===== src/sv/nhe_pkg.sv =====
// Shared types and constants for the NAL header parser and EPB remover.
// No dependencies; imported by every module of the block.
`timescale 1ns / 1ps

package nhe_pkg;

    // Result item kinds
    localparam logic [1:0] KIND_HEADER  = 2'd0;
    localparam logic [1:0] KIND_PAYLOAD = 2'd1;
    localparam logic [1:0] KIND_ERROR   = 2'd2;

    // Error codes
    localparam logic [1:0] ERR_NONE      = 2'd0;
    localparam logic [1:0] ERR_FORBIDDEN = 2'd1;
    localparam logic [1:0] ERR_UNSUPP    = 2'd2;
    localparam logic [1:0] ERR_SHORT     = 2'd3;

    // H.264 unit types this block does not handle
    localparam logic [4:0] UT_PREFIX_SVC = 5'd14;
    localparam logic [4:0] UT_SLICE_SVC  = 5'd20;
    localparam logic [4:0] UT_SLICE_3D   = 5'd21;

    // Emulation prevention byte
    localparam logic [7:0] EPB_BYTE = 8'h03;

    // Most result items one input item can cause
    localparam int RES_SLOTS = 3;

    typedef struct packed {
        logic [1:0] item_kind;
        logic [7:0] payload_byte;
        logic [5:0] unit_type;
        logic [1:0] ref_idc;
        logic [5:0] layer_id;
        logic [2:0] temporal_id_plus1;
        logic [1:0] error_code;
        logic       last_of_unit;
    } t_result;

    // A payload result item
    function automatic t_result mk_payload(input logic [7:0] b, input logic last);
        t_result r;
        r = '0;
        r.item_kind    = KIND_PAYLOAD;
        r.payload_byte = b;
        r.last_of_unit = last;
        return r;
    endfunction

endpackage


===== src/sv/nhe_parser.sv =====
// Header parse and emulation prevention removal for one item per cycle while i_accept is high.
// Holds the unit state and the codec register; depends on nhe_pkg.
`timescale 1ns / 1ps

module nhe_parser import nhe_pkg::*; (
    input  logic       i_clk,
    input  logic       i_rst_n,
    input  logic       i_cfg_we,
    input  logic       i_cfg_data,
    input  logic       i_accept,
    input  logic [7:0] i_nal_byte,
    input  logic       i_end_of_unit,
    output t_result    o_res [RES_SLOTS],
    output logic [1:0] o_res_cnt
);

    logic       r_codec;
    logic [1:0] r_hdr_seen, n_hdr_seen;
    logic [7:0] r_first_hdr, n_first_hdr;
    logic [7:0] r_pend [2];
    logic [7:0] n_pend [2];
    logic [1:0] r_pend_cnt, n_pend_cnt;
    logic       r_drop, n_drop;

    logic [1:0] hlen;
    logic       forb;
    logic [5:0] ut;
    logic [1:0] ri;
    logic [5:0] li;
    logic [2:0] tid;
    logic [1:0] ec;
    logic [7:0] b;
    logic       last;

    assign b    = i_nal_byte;
    assign last = i_end_of_unit;
    assign hlen = r_codec ? 2'd2 : 2'd1;

    // Header field extraction for both codecs
    always_comb begin
        ri  = '0;
        li  = '0;
        tid = '0;
        ec  = ERR_NONE;
        if (!r_codec) begin
            forb = b[7];
            ri   = b[6:5];
            ut   = {1'b0, b[4:0]};
            if (forb) begin
                ec = ERR_FORBIDDEN;
            end else if (b[4:0] == UT_PREFIX_SVC || b[4:0] == UT_SLICE_SVC ||
                         b[4:0] == UT_SLICE_3D) begin
                ec = ERR_UNSUPP;
            end
        end else begin
            forb = r_first_hdr[7];
            ut   = r_first_hdr[6:1];
            li   = {r_first_hdr[0], b[7:3]};
            tid  = b[2:0];
            if (forb) begin
                ec = ERR_FORBIDDEN;
            end
        end
    end

    // Next state and result items for the current item
    always_comb begin
        n_hdr_seen  = r_hdr_seen;
        n_first_hdr = r_first_hdr;
        n_pend      = r_pend;
        n_pend_cnt  = r_pend_cnt;
        n_drop      = r_drop;
        o_res[0]    = '0;
        o_res[1]    = '0;
        o_res[2]    = '0;
        o_res_cnt   = 2'd0;

        if (r_drop) begin
            // discard the rest of a bad unit
            if (last) begin
                n_drop = 1'b0;
                n_hdr_seen = 2'd0;
                n_pend_cnt = 2'd0;
            end
        end else if (r_hdr_seen < hlen) begin
            if (r_codec && r_hdr_seen == 2'd0) begin
                // first of two header bytes
                n_first_hdr = b;
                n_hdr_seen  = 2'd1;
                if (last) begin
                    o_res[0].item_kind    = KIND_ERROR;
                    o_res[0].error_code   = ERR_SHORT;
                    o_res[0].last_of_unit = 1'b1;
                    o_res_cnt  = 2'd1;
                    n_hdr_seen = 2'd0;
                    n_pend_cnt = 2'd0;
                end
            end else begin
                o_res[0].item_kind         = (ec != ERR_NONE) ? KIND_ERROR : KIND_HEADER;
                o_res[0].unit_type         = ut;
                o_res[0].ref_idc           = ri;
                o_res[0].layer_id          = li;
                o_res[0].temporal_id_plus1 = tid;
                o_res[0].error_code        = ec;
                o_res[0].last_of_unit      = (ec != ERR_NONE) | last;
                o_res_cnt  = 2'd1;
                n_hdr_seen = hlen;
                if (last) begin
                    n_hdr_seen = 2'd0;
                    n_pend_cnt = 2'd0;
                end else if (ec != ERR_NONE) begin
                    n_drop = 1'b1;
                end
            end
        end else if (r_pend_cnt == 2'd2) begin
            if (r_pend[0] == 8'h00 && r_pend[1] == 8'h00 && b == EPB_BYTE) begin
                // 00 00 03: drop the 03 and restart the scan
                o_res[0]   = mk_payload(8'h00, 1'b0);
                o_res[1]   = mk_payload(8'h00, last);
                o_res_cnt  = 2'd2;
                n_pend_cnt = 2'd0;
                if (last) begin
                    n_hdr_seen = 2'd0;
                end
            end else begin
                o_res[0]  = mk_payload(r_pend[0], 1'b0);
                n_pend[0] = r_pend[1];
                n_pend[1] = b;
                o_res_cnt = 2'd1;
                if (last) begin
                    o_res[1]   = mk_payload(r_pend[1], 1'b0);
                    o_res[2]   = mk_payload(b, 1'b1);
                    o_res_cnt  = 2'd3;
                    n_hdr_seen = 2'd0;
                    n_pend_cnt = 2'd0;
                end
            end
        end else begin
            n_pend[r_pend_cnt[0]] = b;
            n_pend_cnt = r_pend_cnt + 2'd1;
            if (last) begin
                // flush the short tail unchanged
                if (r_pend_cnt == 2'd0) begin
                    o_res[0]  = mk_payload(b, 1'b1);
                    o_res_cnt = 2'd1;
                end else begin
                    o_res[0]  = mk_payload(r_pend[0], 1'b0);
                    o_res[1]  = mk_payload(b, 1'b1);
                    o_res_cnt = 2'd2;
                end
                n_hdr_seen = 2'd0;
                n_pend_cnt = 2'd0;
            end
        end
    end

    // Control state
    always_ff @(posedge i_clk) begin
        if (!i_rst_n) begin
            r_codec     <= 1'b0;
            r_hdr_seen  <= 2'd0;
            r_first_hdr <= 8'h00;
            r_pend_cnt  <= 2'd0;
            r_drop      <= 1'b0;
        end else begin
            if (i_cfg_we) begin
                r_codec <= i_cfg_data;
            end
            if (i_accept) begin
                r_hdr_seen  <= n_hdr_seen;
                r_first_hdr <= n_first_hdr;
                r_pend_cnt  <= n_pend_cnt;
                r_drop      <= n_drop;
            end
        end
    end

    // Pending bytes, valid only below the pending count
    always_ff @(posedge i_clk) begin
        if (i_accept) begin
            r_pend <= n_pend;
        end
    end

endmodule


===== src/sv/nhe_out_buf.sv =====
// Result register: holds up to three result items of one input item.
// Drains one item per cycle from slot 0 while i_ready is high; depends on nhe_pkg.
`timescale 1ns / 1ps

module nhe_out_buf import nhe_pkg::*; (
    input  logic       i_clk,
    input  logic       i_rst_n,
    input  t_result    i_res [RES_SLOTS],
    input  logic [1:0] i_res_cnt,
    input  logic       i_load,
    output logic       o_can_load,
    output logic       o_valid,
    input  logic       i_ready,
    output t_result    o_res
);

    t_result    r_slot [RES_SLOTS];
    logic [1:0] r_cnt;
    logic       pop;

    assign o_valid    = (r_cnt != 2'd0);
    assign pop        = o_valid & i_ready;
    // room for a new group once the last held item leaves
    assign o_can_load = (r_cnt == 2'd0) || (r_cnt == 2'd1 && pop);
    assign o_res      = r_slot[0];

    // Item count
    always_ff @(posedge i_clk) begin
        if (!i_rst_n) begin
            r_cnt <= 2'd0;
        end else if (i_load) begin
            r_cnt <= i_res_cnt;
        end else if (pop) begin
            r_cnt <= r_cnt - 2'd1;
        end
    end

    // Slots: load a new group or shift toward slot 0
    always_ff @(posedge i_clk) begin
        if (i_load) begin
            r_slot <= i_res;
        end else if (pop) begin
            r_slot[0] <= r_slot[1];
            r_slot[1] <= r_slot[2];
        end
    end

endmodule


===== src/sv/nal_header_and_epb_removal_top.sv =====
// NAL header parser and emulation prevention byte remover, top level.
// The first result is registered and appears in the cycle after its input
// is taken. Throughput: one item per cycle while each causes at most one
// result and the output does not stall; an item with two or three results
// holds input until the single output port has drained all but the last.
// Synchronous active-low reset clears unit state, codec select to H.264.
`timescale 1ns / 1ps

module nal_header_and_epb_removal_top import nhe_pkg::*; (
    input  logic       i_clk,
    input  logic       i_rst_n,
    input  logic       i_cfg_we,
    input  logic       i_cfg_data,
    input  logic       i_valid,
    output logic       o_ready,
    input  logic [7:0] i_nal_byte,
    input  logic       i_end_of_unit,
    output logic       o_valid,
    input  logic       i_ready,
    output logic [1:0] o_item_kind,
    output logic [7:0] o_payload_byte,
    output logic [5:0] o_unit_type,
    output logic [1:0] o_ref_idc,
    output logic [5:0] o_layer_id,
    output logic [2:0] o_temporal_id_plus1,
    output logic [1:0] o_error_code,
    output logic       o_last_of_unit
);

    t_result    res [RES_SLOTS];
    logic [1:0] res_cnt;
    logic       accept;
    t_result    out_res;

    assign accept = i_valid & o_ready;

    nhe_parser u_parser (
        .i_clk         (i_clk),
        .i_rst_n       (i_rst_n),
        .i_cfg_we      (i_cfg_we),
        .i_cfg_data    (i_cfg_data),
        .i_accept      (accept),
        .i_nal_byte    (i_nal_byte),
        .i_end_of_unit (i_end_of_unit),
        .o_res         (res),
        .o_res_cnt     (res_cnt)
    );

    nhe_out_buf u_out_buf (
        .i_clk      (i_clk),
        .i_rst_n    (i_rst_n),
        .i_res      (res),
        .i_res_cnt  (res_cnt),
        .i_load     (accept),
        .o_can_load (o_ready),
        .o_valid    (o_valid),
        .i_ready    (i_ready),
        .o_res      (out_res)
    );

    // Output fields
    assign o_item_kind         = out_res.item_kind;
    assign o_payload_byte      = out_res.payload_byte;
    assign o_unit_type         = out_res.unit_type;
    assign o_ref_idc           = out_res.ref_idc;
    assign o_layer_id          = out_res.layer_id;
    assign o_temporal_id_plus1 = out_res.temporal_id_plus1;
    assign o_error_code        = out_res.error_code;
    assign o_last_of_unit      = out_res.last_of_unit;

endmodule


===== config.mk =====
export PLATFORM = sky130hd
export DESIGN_NAME = nal_header_and_epb_removal_top
export DESIGN_NICKNAME = d
export VERILOG_FILES = /design/src/sv/nhe_pkg.sv /design/src/sv/nhe_parser.sv /design/src/sv/nhe_out_buf.sv /design/src/sv/nal_header_and_epb_removal_top.sv
export SDC_FILE = /design/constraint.sdc
export NUM_CORES = 1
export LEC_CHECK = 0
export ABC_AREA = 1
export BUFFER_PORTS_ARGS = -buffer_cell sky130_fd_sc_hd__buf_4
export CORE_MARGIN = 10
export CORE_UTILIZATION = 45
export DETAILED_ROUTE_END_ITERATION = 7
export GPL_TIMING_DRIVEN = 0
export PLACE_DENSITY = 0.64
export SYNTH_ARGS = -nofsm -noshare
export SYNTH_HDL_FRONTEND = slang
export SYNTH_HIERARCHICAL = 1
export SYNTH_SLANG_ARGS = --single-unit

===== constraint.sdc =====
create_clock -name i_clk -period 3.8 [get_ports i_clk]
set_input_delay 0.57 -clock i_clk [delete_from_list [all_inputs] [get_ports i_clk]]
set_output_delay 0.57 -clock i_clk [all_outputs]
set_load 0.02 [all_outputs]

==> flow_metrics.env, run 1 <==
export IMPL_drc=0
export IMPL_synth_warnings=6
export IMPL_powerDensity_mw_per_mm2=769
export IMPL_arrival_ps=2890
export IMPL_first_global_vias=4576
export IMPL_cts_sinks=122
export IMPL_die_area_mm2=0.0208
export IMPL_holdCritPathClass="in2reg"
export IMPL_drt_pass1_iter_count=5
export IMPL_numCtsBuffers=17
export IMPL_ys_ff_latch=122
export IMPL_fin_crit_sh_pct=75.3
export IMPL_postPlaceCellArea_mm2=0.00768
export IMPL_place_congestion=0.901
export IMPL_grt_total_usage_pct=14.2
export IMPL_tns_ps=0
export IMPL_dp_hpwl_um=10200
export IMPL_synth_flop_cell="edfxtp_1"
export IMPL_status="finished, final reports clean"
export IMPL_hold_worst_slack_ps=418
export IMPL_clockBufferDepth=2
export IMPL_rows=45
export IMPL_layout_cells_most_common="buf_4"
export IMPL_synthArstFlopShare_pct=0
export IMPL_syn_area_mm2=0.00696
export IMPL_cts_tree="yes"
export IMPL_initial_utilization_pct=45.8
export IMPL_drive_above_1_share_pct=38.5
export IMPL_crit_top_cell="nand2_1"
export IMPL_fmax_mhz=349
export IMPL_drv_cap=0
export IMPL_path_cells="inv_1 -> ha_1 -> inv_2 -> nand2_1 -> nand2_1 -> inv_2 -> nand2_1 -> nor3_1"
export IMPL_rsz0062_at_grt="no"
export IMPL_port_buffers=46
export IMPL_fin_area_mm2=0.00826
export IMPL_cts_resized=0
export IMPL_cp_end_kind="flip-flop"
export IMPL_grt_max_degree=64
export IMPL_crit_type="reg2reg"
export IMPL_max_stage_delay_ps=870
export IMPL_slew_violations=0
export IMPL_die_x_um=144
export IMPL_cts_hold_fix_buffers=0
export IMPL_cts_root_buf="clkbuf_16"
export IMPL_vias=4703
export IMPL_synth_seq_area_share_pct=50.4
export IMPL_synth_distinct_cells=38
export IMPL_finalWirelength_um=14100
export IMPL_layout_common_cells="buf_4 (118), nand2_1 (114), edfxtp_1 (106)"
export IMPL_hold_violations=0
export IMPL_postRouteAntennaNets=0
export IMPL_maxSlewHeadroom_pct=29.9
export IMPL_ios=47
export IMPL_synth_area_per_cell_um2=10.2
export IMPL_leakage_nw=3.66
export IMPL_coreArea_mm2=0.0152
export IMPL_fin_nets=809
export IMPL_htree_levels=4
export IMPL_drt_vias_per_instance=4.75
export IMPL_clk_latency_ps=410
export IMPL_grt_pass1_wl_um=22700
export IMPL_fin_skew_ps=5.56
export IMPL_antennaDiodeCount=0
export IMPL_ir_drop_uv=347
export IMPL_grt_overflow_total=0
export IMPL_critPathSlowestCell="nor3_1"
export IMPL_timing_final_setup_violations=0
export IMPL_synth_edff_count=106
export IMPL_crit_fanout=37
export IMPL_crit_path_start_kind="flip-flop"
export IMPL_synth_cells=685
export IMPL_cts_setup_buffers=0
export IMPL_worstMarginPinSlew_ps=1040
export IMPL_min_period_ps=2860
export IMPL_grt_antenna_before_repair=0
export IMPL_syn_to_final_growth_pct=18.7
export IMPL_post_drt_wl_per_cell_um=14.3
export IMPL_dr_first_iter_drc_count=348
export IMPL_die_height_um=144
export IMPL_required_ps=3830
export IMPL_clk_pin_slew_worst_paths_ps=50
## power breakdown
group	leakage, nW	total, W	switching (W)	internal (W)
Clock	0.266	0.00155	0.000573	0.000972
Combinational	2.23	0.00243	0.00143	0.00100
Sequential	1.16	0.00237	0.000251	0.00212
## synthesized netlist by cell type, types with 4 or more instances
master    instances  area [um2]
inv_1            32         120
o22ai_1           4        25.0
o21ai_2           4        35.0
dfxtp_1          16         320
nand2_1         114         428
nand2_2          61         382
nor2_1           72         270
nor3_1           11        55.1
buf_2            10        50.1
edfxtp_1        106        3180
o21ai_0          18        90.1
ha_1              5        62.6
clkinv_1          4        15.0
inv_2             4        15.0
a21oi_1          39         195
o211ai_1          8        60.1
nand3_1          10        50.1
nand2_4          64         721
buf_4            72         541
buf_12            6         120
## critical path, delay by kind of cell, from the launching register on
kind	cells	cell delay (ps)
adder cells (fa/ha/maj)	1	150
buffers and inverters	3	770
AND/OR/NAND/NOR	4	1180
flip-flops	1	350
## path summary, 6_finish.rpt
| check | startpoint | endpoint | slack, ps | cells after the start |
|---|---|---|---|---|
| hold reg to reg | u_parser/r_pend_cnt[0] | u_parser/r_pend_cnt[0] | 500 | 2 |
| setup / recovery | u_out_buf/r_cnt[0] | u_parser/r_pend[4] | 940 | 8 |
| hold / removal | i_cfg_data | u_parser/r_codec | 420 | 3 |
| setup reg to reg | u_out_buf/r_cnt[0] | u_parser/r_pend[4] | 940 | 8 |
## through the flow
step | utilization, % | cells | total power (W) | setup slack (ps)
after floorplan | - | 724 | 0.00419 | 961
after global placement | 50.5 | 958 | 0.00478 | 366
after detailed placement | 50.5 | 958 | 0.00485 | 834
after CTS | 54.3 | 990 | 0.00641 | 911
after global routing | 54.3 | 990 | 0.00670 | 764
final | 54.3 | 990 | 0.00635 | 938
## cell type report
| cell class | instances | area [um2] |
|---|---|---|
| fillers | 1341 | 6950 |
| flip-flops and latches | 122 | 3500 |
| multi-input cells | 465 | 2660 |
| plain buffers | 96 | 773 |
| clock buffers | 19 | 443 |
| repair buffers | 46 | 345 |
| well taps | 188 | 235 |
| inverters | 41 | 166 |
| clock inverters | 13 | 129 |
## flip-flops by register name, indices dropped and copies added (netlist names)
register / count
u_out_buf/r_slot: 60
u_parser/r_pend_cnt: 2
u_parser/r_pend: 16
u_parser/r_first_hdr: 8
u_parser/r_codec: 1
u_out_buf/r_cnt: 2
u_parser/r_hdr_seen: 2
u_parser/r_drop: 1
u_out_buf/o_res: 30
## per-layer routing
layer / track usage (%) / wire, um
met5: 0 / 0
met4: 5.74 / 276
met3: 3.38 / 788
met2: 22.7 / 6560
met1: 18.0 / 6500
## kinds of logic after synthesis
group,count (synthesis),synth area share (%)
AND/OR/NAND/NOR,338,28.4
flip-flops,122,50.4
buffers and inverters,137,13.5
other,1,0.0539
adder cells (fa/ha/maj),5,0.899
AO/OA/AOI/OAI,82,6.78
No activity file was read; power rests on OpenSTA's default activity.
==> inputs of run 2 (changes only) <==
Clock period 3.8 ns to 2.7 ns, I/O delays scaled along.
==> run 2 against run 1 <==
Die area did not move; via count shrank 0.83%; clock-buffer cell count increased by 7; clock skew rose by 3.6 ps; critical path type unchanged; total power rose by 40%; global-route usage grew 0.33 points; sequential share of layout area fell by 0.21 points; design area is 0.50% higher; setup slack worse by 630 ps; worst hold slack got worse by 160 ps; combinational power grew 43%; first-iteration DRC count grew 31%.
==> flow_metrics.env, run 2 (synthesized netlist as in run 1, its figures left out) <==
export IMPL_status="finished, final reports clean"
export IMPL_dp_hpwl_um=10100
export IMPL_port_buffers=46
export IMPL_clockBufferDepth=2
export IMPL_syn_to_final_growth_pct=19.3
export IMPL_finalWirelength_um=14200
export IMPL_powerDensity_mw_per_mm2=1070
export IMPL_postRouteAntennaNets=0
export IMPL_place_congestion=0.894
export IMPL_first_global_vias=4680
export IMPL_critPathSlowestCell="dfxtp_1"
export IMPL_layout_cells_most_common="buf_4"
export IMPL_die_area_mm2=0.0208
export IMPL_max_stage_delay_ps=420
export IMPL_ios=47
export IMPL_min_period_ps=2390
export IMPL_largest_reg_flops=60
export IMPL_crit_type="reg2reg"
export IMPL_numCtsBuffers=17
export IMPL_clk_latency_ps=410
export IMPL_grt_max_degree=64
export IMPL_holdCritPathClass="in2reg"
export IMPL_crit_fanout=9
export IMPL_arrival_ps=2460
export IMPL_grt_pass1_wl_um=23200
export IMPL_postPlaceCellArea_mm2=0.00770
export IMPL_fin_crit_sh_pct=88.6
export IMPL_n_fill_cell=1363
export IMPL_hold_violations=0
export IMPL_r2r_slack_ps=310
export IMPL_rsz0062_at_grt="no"
export IMPL_drt_vias_per_instance=4.70
export IMPL_fin_area_mm2=0.00830
export IMPL_vias=4664
export IMPL_fin_nets=812
export IMPL_drv_cap=0
export IMPL_initial_utilization_pct=45.8
export IMPL_post_drt_wl_per_cell_um=14.3
export IMPL_path_delay_family="simple AND/OR/NAND/NOR gates"
export IMPL_layout_common_cells="buf_4 (120), nand2_1 (114), edfxtp_1 (106)"
export IMPL_regMostFlops="u_out_buf/r_slot"
export IMPL_grt_total_usage_pct=14.5
export IMPL_die_height_um=144
export IMPL_slew_violations=0
export IMPL_crit_path_start_kind="flip-flop"
export IMPL_grt_overflow_total=0
export IMPL_maxSlewHeadroom_pct=36.3
export IMPL_die_x_um=144
export IMPL_fin_skew_ps=9.19
export IMPL_path_cells="inv_1 -> ha_1 -> o21ai_2 -> nand2_4 -> nand2_1 -> inv_2 -> nand2_1 -> nor3_4"
export IMPL_antennaDiodeCount=0
export IMPL_cts_sinks=122
export IMPL_hold_worst_slack_ps=259
export IMPL_required_ps=2760
export IMPL_timing_final_setup_violations=0
export IMPL_drc=0
export IMPL_leakage_nw=3.69
export IMPL_drive_above_1_share_pct=38.9
export IMPL_ir_drop_uv=439
export IMPL_coreArea_mm2=0.0152
export IMPL_cts_tree="yes"
export IMPL_worstMarginPinSlew_ps=951
export IMPL_dr_first_iter_drc_count=455
export IMPL_crit_top_cell="nand2_1"
export IMPL_fmax_mhz=418
export IMPL_clk_pin_slew_worst_paths_ps=60
export IMPL_cp_end_kind="flip-flop"
export IMPL_drt_pass1_iter_count=5
export IMPL_crit_buf_inv=2
export IMPL_htree_levels=4
export IMPL_rows=45
export IMPL_cts_root_buf="clkbuf_16"
export IMPL_grt_antenna_before_repair=0
-- run 2: cell types whose count changed in the layout (fill, tap and decap cells not counted), moves of 2 or more --
cell / before / now
clkinvlp_4: 5 / 1
buf_4: 118 / 120
bufinv_16: 2 / 0
clkinv_1: 6 / 4
clkbuf_8: 2 / 4
clkbuf_16: 17 / 19
clkinv_2: 3 / 5
clkbuf_1: 4 / 7
-- run 2: worst reg2reg max path, cell delays in order (launching register included) --
cell and delay (ps):
dfxtp_1 420, inv_1 170, ha_1 340, o21ai_2 70, nand2_4 120, nand2_1 170, inv_2 190, nand2_1 160
nor3_4 400
-- run 2: per-stage QoR --
stage | util, % | cells | TNS, ps | setup WS (ps) | power [W]
finish | 54.6 | 993 | 0 | 307 | 0.00890
global placement | 50.6 | 958 | -9460 | -165 | 0.00674
CTS | 54.4 | 991 | 0 | 16.9 | 0.00899
floorplan | - | 724 | 0 | 135 | 0.00591
detailed placement | 50.6 | 958 | -16590 | -255 | 0.00684
global route | 54.6 | 993 | 0 | 73.4 | 0.00944
-- run 2: worst paths after layout --
path | start | to | cells past startpoint
worst max-delay path | u_parser/r_codec | u_parser/r_pend[4] | 8
worst min-delay path | i_cfg_data | u_parser/r_codec | 3
worst max register to register | u_parser/r_codec | u_parser/r_pend[4] | 8
worst min register to register | u_parser/r_pend_cnt[0] | u_parser/r_pend_cnt[0] | 2
-- run 2: area by class of cell --
cell class	count	area [um2]	area share (%)
flip-flops and latches	122	3500	42.2
multi-input cells	465	2680	32.3
plain buffers	96	773	9.32
clock buffers	26	532	6.41
repair buffers	48	360	4.34
well taps	188	235	2.84
inverters	41	170	2.05
clock inverters	6	33.8	0.407
repair inverters	1	5.00	0.0603
-- run 2: where the power goes --
group | leakage (nW) | switching, W | internal, W
Combinational | 2.24 | 0.00203 | 0.00143
Clock | 0.284 | 0.000761 | 0.00135
Sequential | 1.16 | 0.000342 | 0.00298
Total | 3.69 | 0.00313 | 0.00576
-- run 2: timing repair --
action                                 4_1_cts  5_1_grt
hold buffers                                 0        0
setup endpoints to repair                  106       78
gates cloned                                 1        0
buffers inserted                             0        2
resized for setup                            1        2
endpoints found under the hold margin        0        0
-- run 2: layer usage --
metal | vias up | wire [um] | global-route usage (%) | part of all wire [%]
met2 | 132 | 6860 | 23.5 | 48
li1 | 2355 | - | - | -
met4 | 0 | 233 | 5.64 | 1.6
met1 | 2153 | 6050 | 18.0 | 43
met3 | 24 | 1020 | 3.90 | 7.2
met5 | - | 0 | 0 | 0
==> inputs of run 3 (changes only) <==
Settings changed: PLACE_DENSITY 0.64 to 0.67.
Clock period 2.7 ns to 2.05 ns, I/O delays scaled along.
==> run 3 against run 2 <==
Combinational power rose by 42%; routed wire length is 8.5% higher; critical path depth unchanged; clock skew rose by 1.3 ps; maximum frequency is 22% higher; non-clock buffer count is 2 higher; setup slack lost 220 ps; flip-flop and latch count unchanged.
==> flow_metrics.env, run 3 (synthesized netlist as in run 1, its figures left out) <==
export IMPL_status="finished, final reports clean"
export IMPL_holdCritPathClass="in2reg"
export IMPL_fin_cells=996
export IMPL_antennaDiodeCount=0
export IMPL_die_height_um=144
export IMPL_cts_sinks=122
export IMPL_post_drt_wl_per_cell_um=15.4
export IMPL_die_x_um=144
export IMPL_crit_type="reg2reg"
export IMPL_port_buffers=46
export IMPL_grt_overflow_total=0
export IMPL_rows=45
export IMPL_crit_fanout=10
export IMPL_cts_root_buf="clkbuf_16"
export IMPL_clk_latency_ps=420
export IMPL_tns_ps=0
export IMPL_drc=0
export IMPL_fmax_mhz=509
export IMPL_path_cells="inv_1 -> ha_1 -> clkbuf_8 -> clkinvlp_4 -> buf_4 -> nor2_1 -> nor3_4 -> buf_12"
export IMPL_timing_final_setup_violations=0
export IMPL_required_ps=2180
export IMPL_dp_hpwl_um=10600
export IMPL_grt_total_usage_pct=15.1
export IMPL_cts_tree="yes"
export IMPL_min_period_ps=1970
export IMPL_htree_levels=4
export IMPL_grt_pass1_wl_um=24000
export IMPL_dp_cells=958
export IMPL_dr_first_iter_drc_count=352
export IMPL_path_delay_family="buffers and inverters"
export IMPL_crit_buf_inv=5
export IMPL_critPathSlowestCell="dfxtp_1"
export IMPL_n_fill_cell=1355
export IMPL_clockBufferDepth=2
export IMPL_cts_hold_fix_buffers=0
export IMPL_syn_to_final_growth_pct=22.0
export IMPL_postRouteAntennaNets=0
export IMPL_rsz0062_at_grt="yes"
export IMPL_hold_violations=0
export IMPL_max_stage_delay_ps=390
export IMPL_drv_cap=0
export IMPL_postPlaceCellArea_mm2=0.00776
export IMPL_fin_crit_sh_pct=95.9
export IMPL_clk_pin_slew_worst_paths_ps=60
export IMPL_grt_max_degree=64
export IMPL_drive_above_1_share_pct=42.2
export IMPL_layout_cells_most_common="buf_4"
export IMPL_grt_antenna_before_repair=0
export IMPL_place_congestion=0.874
export IMPL_coreArea_mm2=0.0152
export IMPL_drt_pass1_iter_count=6
export IMPL_leakage_nw=3.75
export IMPL_finalWirelength_um=15400
export IMPL_ios=47
export IMPL_fin_skew_ps=10.5
export IMPL_arrival_ps=2100
export IMPL_fin_nets=815
export IMPL_slew_violations=0
export IMPL_crit_path_start_kind="flip-flop"
export IMPL_numCtsBuffers=17
export IMPL_first_global_vias=4718
export IMPL_largest_reg_flops=60
export IMPL_powerDensity_mw_per_mm2=1440
export IMPL_layout_common_cells="buf_4 (121), nand2_1 (106), edfxtp_1 (106)"
export IMPL_ir_drop_uv=943
export IMPL_drt_vias_per_instance=4.82
export IMPL_vias=4796
export IMPL_fin_area_mm2=0.00849
export IMPL_die_area_mm2=0.0208
export IMPL_cp_end_kind="flip-flop"
export IMPL_regMostFlops="u_out_buf/r_slot"
export IMPL_initial_utilization_pct=45.8
==> run 3: cell types whose count changed in the layout (fill, tap and decap cells not counted), moves of 3 or more <==
| cell | change |
|---|---|
| nand2_2 | +5 |
| clkbuf_1 | -5 |
| nand2_1 | -8 |
| inv_4 | +4 |
| nor2_1 | -3 |
| inv_1 | -4 |
==> run 3: stage by stage <==
stage          power (W)  utilization (%)  hold slack, ps  setup slack [ps]
2_1_floorplan    0.00790                -             434              -197
3_3_place_gp     0.00909             51.1             481              -684
3_5_place_dp     0.00922             51.1             481              -759
4_1_cts           0.0123             55.4             124              10.5
5_1_grt           0.0129             55.8             173             -35.1
6_report          0.0123             55.8             155              83.6
==> run 3: timing repair <==
item,in CTS,in global routing
gates resized for setup,11,17
gates cloned,1,1
pin swaps,1,2
setup buffers,3,1
endpoints found under the setup margin,191,62
==> run 3: worst register-to-register path, stage by stage, from the launching register on <==
cell and delay [ps]:
dfxtp_1 390, inv_1 120, ha_1 220, clkbuf_8 180
clkinvlp_4 150, buf_4 190, nor2_1 80, nor3_4 200
buf_12 150
==> run 3: power breakdown <==
group | internal (W) | switching [W] | total (W)
clock | 0.00186 | 0.00108 | 0.00294
combinational | 0.00200 | 0.00294 | 0.00494
sequential | 0.00392 | 0.000459 | 0.00438
total | 0.00778 | 0.00448 | 0.0123
==> run 3: per-layer routing <==
metal,wire length [um],vias up,GRT usage [%]
met4,283,0,6.76
met2,7570,154,25.4
li1,-,2357,-
met5,0,-,0
met3,891,23,3.67
met1,6620,2262,18.0
==> run 3: final cells by class <==
cell class              count  area, um2  share of cell area (%)
plain buffers              96        779                    9.18
clock buffers              24        546                    6.43
clock inverters             8       50.0                   0.590
inverters                  41        186                    2.20
multi-input cells         466       2790                    32.8
flip-flops and latches    122       3510                    41.3
well taps                 188        235                    2.77
repair buffers             50        392                    4.61
repair inverters            1       7.51                  0.0884
==> run 3: final timing paths <==
| path | endpoint | cells after the start | from | slack [ps] |
|---|---|---|---|---|
| worst min register to register | u_parser/r_pend_cnt[0] | 2 | u_parser/r_pend_cnt[0] | 520 |
| worst max-delay path | u_parser/r_pend[4] | 8 | u_parser/r_pend_cnt[0] | 80 |
| worst max register to register | u_parser/r_pend[4] | 8 | u_parser/r_pend_cnt[0] | 80 |
| worst min-delay path | u_parser/r_codec | 3 | i_cfg_data | 150 |
